**src/sv/cra_pkg.sv**
```systemverilog
`default_nettype none
package cra_pkg;

	localparam int OFF_W = 10;
	localparam int CNT_W = 11;
	localparam int TAG_W = 32;
	localparam int REL_W = 7;
	localparam int ADDR_W = 1;
	localparam int DATA_W = 32;

	localparam logic [CNT_W-1:0] MAX_SLOTS = 11'd1024;
	localparam logic [CNT_W-1:0] HEAP_SIZE_RST = 11'd1024;

	localparam logic [ADDR_W-1:0] REG_HEAP_SIZE = 1'b0;

	typedef enum logic [1:0] {
		FUNC_ALLOC   = 2'd0,
		FUNC_RETIRE  = 2'd1,
		FUNC_RELEASE = 2'd2,
		FUNC_QUERY   = 2'd3
	} func_t;

	localparam logic [1:0] ST_OK    = 2'd0;
	localparam logic [1:0] ST_NOFIT = 2'd1;
	localparam logic [1:0] ST_FULL  = 2'd2;

	typedef struct packed {
		logic             vld;
		logic [OFF_W-1:0] start;
		logic [CNT_W-1:0] len;
	} run_entry_t;

	typedef struct packed {
		logic [OFF_W-1:0] off;
		logic [CNT_W-1:0] cnt;
		logic [TAG_W-1:0] tag;
	} stale_entry_t;

	typedef struct packed {
		logic clr;
		logic push;
		logic pop;
		logic rd;
	} fifo_ctl_t;

	typedef struct packed {
		logic empty;
		logic full;
	} fifo_sts_t;

endpackage
`default_nettype wire

```
**src/sv/cra_stale_fifo.sv**
```systemverilog
`default_nettype none
module cra_stale_fifo
	import cra_pkg::*;
#(
	parameter int DEPTH = 64
) (
	input  wire logic         clk,
	input  wire logic         arst_n,
	input  wire fifo_ctl_t    ctl,
	input  wire stale_entry_t wr_entry,
	output stale_entry_t      rd_entry,
	output fifo_sts_t         sts
);

	localparam int PW = (DEPTH > 1) ? $clog2(DEPTH) : 1;
	localparam int FW = $clog2(DEPTH + 1);
	localparam int SW = FW + 1;

	stale_entry_t mem [DEPTH];
	logic [PW-1:0] head_q;
	logic [FW-1:0] fill_q;
	logic [SW-1:0] tail_sum;
	logic [SW-1:0] tail_wrap;
	logic [PW-1:0] head_nxt;

	// tail index wraps at a depth that need not be a power of two
	assign tail_sum  = SW'(head_q) + SW'(fill_q);
	assign tail_wrap = (tail_sum >= SW'(DEPTH)) ? tail_sum - SW'(DEPTH) : tail_sum;
	assign head_nxt  = (head_q == PW'(DEPTH - 1)) ? '0 : head_q + 1'b1;

	assign sts.empty = (fill_q == '0);
	assign sts.full  = (fill_q == FW'(DEPTH));

	always_ff @(posedge clk) begin
		if (ctl.push) begin
			mem[tail_wrap[PW-1:0]] <= wr_entry;
		end
		if (ctl.rd) begin
			rd_entry <= mem[head_q];
		end
	end

	always_ff @(posedge clk or negedge arst_n) begin
		if (!arst_n) begin
			head_q <= '0;
			fill_q <= '0;
		end else if (ctl.clr) begin
			head_q <= '0;
			fill_q <= '0;
		end else if (ctl.push) begin
			fill_q <= fill_q + 1'b1;
		end else if (ctl.pop) begin
			head_q <= head_nxt;
			fill_q <= fill_q - 1'b1;
		end
	end

endmodule
`default_nettype wire

```
**config.mk**
```make
export PLATFORM = sky130hd
export DESIGN_NAME = cra_stale_fifo
export DESIGN_NICKNAME = d
export VERILOG_FILES = /design/src/sv/cra_pkg.sv /design/src/sv/cra_stale_fifo.sv
export SDC_FILE = /design/constraint.sdc
export NUM_CORES = 2
export LEC_CHECK = 0
export BUFFER_PORTS_ARGS = -buffer_cell sky130_fd_sc_hd__buf_2
export CAP_MARGIN = 5
export CORE_ASPECT_RATIO = 1.1
export CORE_UTILIZATION = 57
export CTS_CLUSTER_DIAMETER = 150
export CTS_CLUSTER_SIZE = 12
export DETAILED_ROUTE_END_ITERATION = 8
export PLACE_DENSITY = 0.86
export SETUP_SLACK_MARGIN = 0.1
export SLEW_MARGIN = 20
export SYNTH_ARGS = -nofsm -noshare
export SYNTH_HDL_FRONTEND = slang
export SYNTH_SLANG_ARGS = --single-unit
```
**constraint.sdc**
```tcl
create_clock -name clk -period 4.7 [get_ports clk]
set_input_delay 1.41 -clock clk [delete_from_list [all_inputs] [get_ports clk]]
set_output_delay 1.41 -clock clk [all_outputs]
set_load 0.05 [all_outputs]
```
After elaboration in Yosys (flattened, before gate mapping) --
Memory sizes are Yosys's and may differ from the RTL's. A register that Yosys moved wholly into a read port is not among the register bits. Index checks and enable logic that the tools add are counted. W data, S select, Z words.
Storage, ports and cells: register bits after elaboration 13, bits in latches 0, RAM bits 3392, bits in read-only memories 0, input port bits 59, output and inout port bits 55, logic and storage cells 26, memories 1
Memory list:
- mem | words 64, width 53, rd ports 1, clocked after Yosys merged registers in 1, wr ports 1, line cra_stale_fifo.sv:19 | stale_entry_t mem [DEPTH];
Cells by class: $add $sub $neg 5, multiply operators 0, divide/modulo/power cells 0, $lt $le $gt $ge 1, eq/ne operators 3, shifts and indexed selects 0, multiplexer cells 10, bitwise operators 0, reductions and logical operators 4
Operators by type and width (count):
- $mux W6 | 5
- $mux W7 | 3
- $add A6 B7 Y8 | 1
- $ge A8 B7 Y1 const B | 1
- $add A7 B1 Y7 const B | 1
- $eq A7 B7 Y1 const B | 1
- $logic_not A7 Y1 | 1
- $sub A7 B1 Y7 const B | 1
- $add A6 B1 Y6 const B | 1
- $eq A6 B6 Y1 const B | 1
- $sub A6 B1 Y6 const B | 1
- $reduce_bool A3 Y1 | 1
- $mux W1 | 2
- $ne A2 B1 Y1 const B | 1
- $reduce_and A2 Y1 | 1
- $reduce_bool A2 Y1 | 1

Logic depth before layout (Yosys ltp) --
word-level depth 5, depth in mapped cells 9, gate-level depth less buffers 8

Worst setup path before layout --
OpenSTA, ideal clock, no wires.
kind input to register, from input ctl[2] (netlist bit), to memory mem[13][0] (netlist bit) (enable), library setup time 464 ps, arrival time 4534 ps, data required time 4236 ps, setup slack -298 ps, stages 5, buffers on the path 1, path through clkbuf_1 inv_1 nor2_1 nand3_1 nor2_1
On the way: longest elaborated chain between the ends 2
RTL lines:
- from (decl) | line cra_stale_fifo.sv:9 | input wire fifo_ctl_t ctl,
- $mux W1 | line cra_stale_fifo.sv:35 | if (ctl.push) begin
- $mux W1 (not written as such) | line cra_stale_fifo.sv:36 | mem[tail_wrap[PW-1:0]] <= wr_entry;
- to (decl) | line cra_stale_fifo.sv:19
Every way passes these cells.

Worst setup path after layout --
from register head_q[0], to memory mem[20][36] (netlist bit) (enable)
On the way: longest elaborated chain between the ends 3, elaborated cells between the ends (all ways) 4, those cells by class add/sub: 2; order compare: 1; mux: 1
RTL lines:
- from (decl) | line cra_stale_fifo.sv:20 | logic [PW-1:0] head_q;
- from (signal assigned) | line cra_stale_fifo.sv:53 | head_q <= head_nxt;
- $add A6 B7 Y8 (*) | line cra_stale_fifo.sv:27 | assign tail_sum = SW'(head_q) + SW'(fill_q);
- $ge A8 B7 Y1 or $sub A6 B1 Y6 (tied branches) | line cra_stale_fifo.sv:28 | assign tail_wrap = (tail_sum >= SW'(DEPTH)) ? tail_sum - SW'(DEPTH) : tail_sum;
- $mux W6 (*) | line cra_stale_fifo.sv:28
Every way passes the cells marked *; elsewhere a longest branch is shown, timed or not.

==> results.yml <==
hold_path:
  worstHoldPathType: "in2async"
worst_setup_path:
  worstPathArrival_ns: 5.06
  rrSetupSlack_ns: 0.21
  critPathMaxStageDelay_ns: 0.68
  rr_worst_depth: 9
  crit_required_ns: 5.27
  critPathLaunch: "head_q[0]"
  critical_path_buf_inv_count: 1
  critPathMaxFanout: 22
  critPathLaunchType: "flop"
  worstSetupEndpointType: "flop"
  timing.rr.end: "mem[20][36]"
  slowest_stage: "dfrtp_4"
  cp_top_family: "simple AND/OR/NAND/NOR gates"
  crit_chain: "ha_1 -> fa_1 -> a21o_1 -> a21oi_1 -> xor2_1 -> nor2_1 -> nand2_1 -> nor2_4 -> buf_4"
  rr_startpoint: "head_q[0]"
  crit_type: "reg2reg"
global_route:
  grt_pass1_wl_microns: 565000
  antenna_found_initial: 40
  overflow: 0
  grt_usage: 0.362
  grt_pass1_vias: 68800
  grt_max_degree: 152
cts:
  cts.sinks: 3458
  post_cts_buffers: 0
  cts_root_buf: "clkbuf_16"
  postCtsHoldBufs: 0
  cts_tree: "built"
  clock_latency_ns: 0.98
  h-tree-depth: 5
  post_cts_resized: 0
  numCtsBuffers: 338
  clockBufferDepth: 4
  clk_pin_slew_ns: 0.06
sta:
  final_max_slew_viol_count: 0
  fin_skew_ns: 0.0854
  finalCritPeriodShare: 0.954
  max_freq_mhz: 223
  setup_ws_ns: 0.214
  report.final.setup_viol: 0
  period_needed_ns: 4.49
  hold_violations: 0
  rsz0062_at_grt: "no"
  relSlewSlack: 0.202
  tightestPinTransition_ns: 1.20
detailed_routing:
  vias: 66900
  vias_per_cell: 7.68
  drt_iter0_markers: 12200
  wl_microns: 413000
  drc: 0
  wl_per_cell_microns: 47.5
  final_antenna_net_count: 0
  first_pass_iters: 6
yosys:
  synth_top_area_share: 0.789
  netlist_instances: 5208
  synthesis.area_sq_um: 131000
  ys_top_cells_by_area: "edfxtp_1 (79%), mux4_2 (18%), a22oi_1 (0.43%)"
  synth_warnings: 0
  syn_nets: 5280
  synth_cell_types: 46
  synth-seq-cells: 3458
  synth_area_leader_cell: "edfxtp_1"
  ys_async_sr_fraction: 0.00376
  synth_ff_type: "edfxtp_1"
  syn-mean-instance-area_sq_um: 25.2
  synth_edf_count: 3445
  ys_seq_area_frac: 0.791
pwr:
  intPower_mw: 48.7
  power_frac_clock: 0.387
  powerDensity_nw_per_um2: 429
  switching_share: 0.222
  peakVddDrop_uv: 416
  pwr-share-comb: 0.059
  p_switching_mw: 13.9
  power_frac_seq: 0.554
  total_power_mw: 62.6
  leakagePower_nw: 43.6
cells_and_area:
  finalNetCount: 5645
  final_util: 0.638
  area_growth_pct: 11.3
  drive_gt1_frac: 0.314
floorplanning:
  core_sq_um: 229000
  num_io_pins: 114
  initial_core_util: 0.574
  die_w_microns: 459
  row_count: 184
  dieArea_sq_um: 232000
  fp.dieH_microns: 505
placed_design:
  port_buffers: 113
  gp_congestion: 0.828
  dp_slack_ns: 0.614
  dp_hpwl_microns: 202000
run_status:
  outcome: "completed"
job:
  maxCapViolations: 0
through the flow:
step                instances  setup TNS (ns)  area (sq um)  hold slack (ns)
CTS                      8678               0        146000            0.294
finish                   8704               0        146000            0.315
global placement         8298               0        137000            0.546
global route             8688               0        146000            0.342
floorplan                5208         -460.94        131000            0.524
detailed placement       8298               0        137000            0.574
kinds of logic (layout without fill, tap and decap cells):
family	after synthesis	count (layout)	synth area share
AO/OA/AOI/OAI	172	172	0.00927
adder cells (fa/ha/maj)	13	13	0.00135
AND/OR/NAND/NOR	228	228	0.00772
XOR/XNOR	12	12	0.000801
other	0	22	0
flip-flops	3458	3458	0.791
buffers and inverters	276	681	0.0105
multiplexers	1049	1049	0.179
state kept, by name, summed over array words and instances, names as in the netlist:
name and count:
fill_q 7, head_q 6, mem 3392, rd_entry 53
cells in the mapped netlist, drive strengths merged (2+ instances only):
master   number
a211oi       19
a21o          4
a21oi        22
a22oi        75
and3          3
buf         155
clkbuf      114
dfrtp        13
edfxtp     3445
fa            2
ha           11
inv           7
mux2i         8
mux4       1041
nand2        76
nand2b       13
nand3         5
nand4         4
nor2         87
nor2b        17
nor3          4
nor4          2
o2111ai      11
o211ai        2
o21ai        11
o22ai        19
or3          13
xnor2         6
xor2          6
layout by cell type (no fill, tap or decap), drive strengths merged, types with 17 or more instances in the layout:
master / netlist / final
a211oi: 19 / 19
a21oi: 22 / 22
a22oi: 75 / 75
buf: 155 / 294
clkbuf: 114 / 373
diode: 0 / 22
edfxtp: 3445 / 3445
mux4: 1041 / 1041
nand2: 76 / 76
nor2: 87 / 87
nor2b: 17 / 17
o22ai: 19 / 19
power groups by stage:
stage	Sequential (mW)	Combinational [mW]	Clock, mW
CTS	34.7	3.58	24.2
finish	34.7	3.68	24.3
global route	34.7	3.74	25.2
floorplan	35.3	1.87	0
detailed placement	35.3	3.44	0
global placement	35.2	3.22	0
how the worst max path moves through the flow:
stage | slack, ns | cells after the start | end
finish | 0.21 | 9 | mem[20][36]
global route | 0.21 | 7 | rd_entry[17]
CTS | 0.41 | 9 | mem[20][36]
detailed placement | 0.61 | 9 | mem[20][43]
global placement | 0.75 | 6 | rd_entry[17]
floorplan | -0.30 | 5 | mem[13][0]
metal layers:
layer | vias up | wire, microns | global-route usage
met5 | - | 239 | 0.000416
met4 | 36 | 41700 | 0.294
met3 | 2181 | 58200 | 0.111
met2 | 7497 | 197000 | 0.568
met1 | 33900 | 116000 | 0.412
li1 | 23200 | - | -
area by class of cell:
class / count / area, sq um
well taps: 3069 / 3840
multi-input cells: 1474 / 26500
clock inverters: 7 / 71.3
clock buffers: 373 / 8760
repair buffers: 294 / 2880
diodes: 22 / 55.1
flip-flops and latches: 3458 / 104000
inverters: 7 / 26.3
fillers: 13200 / 82600
No activity file was read; power rests on OpenSTA's default activity.
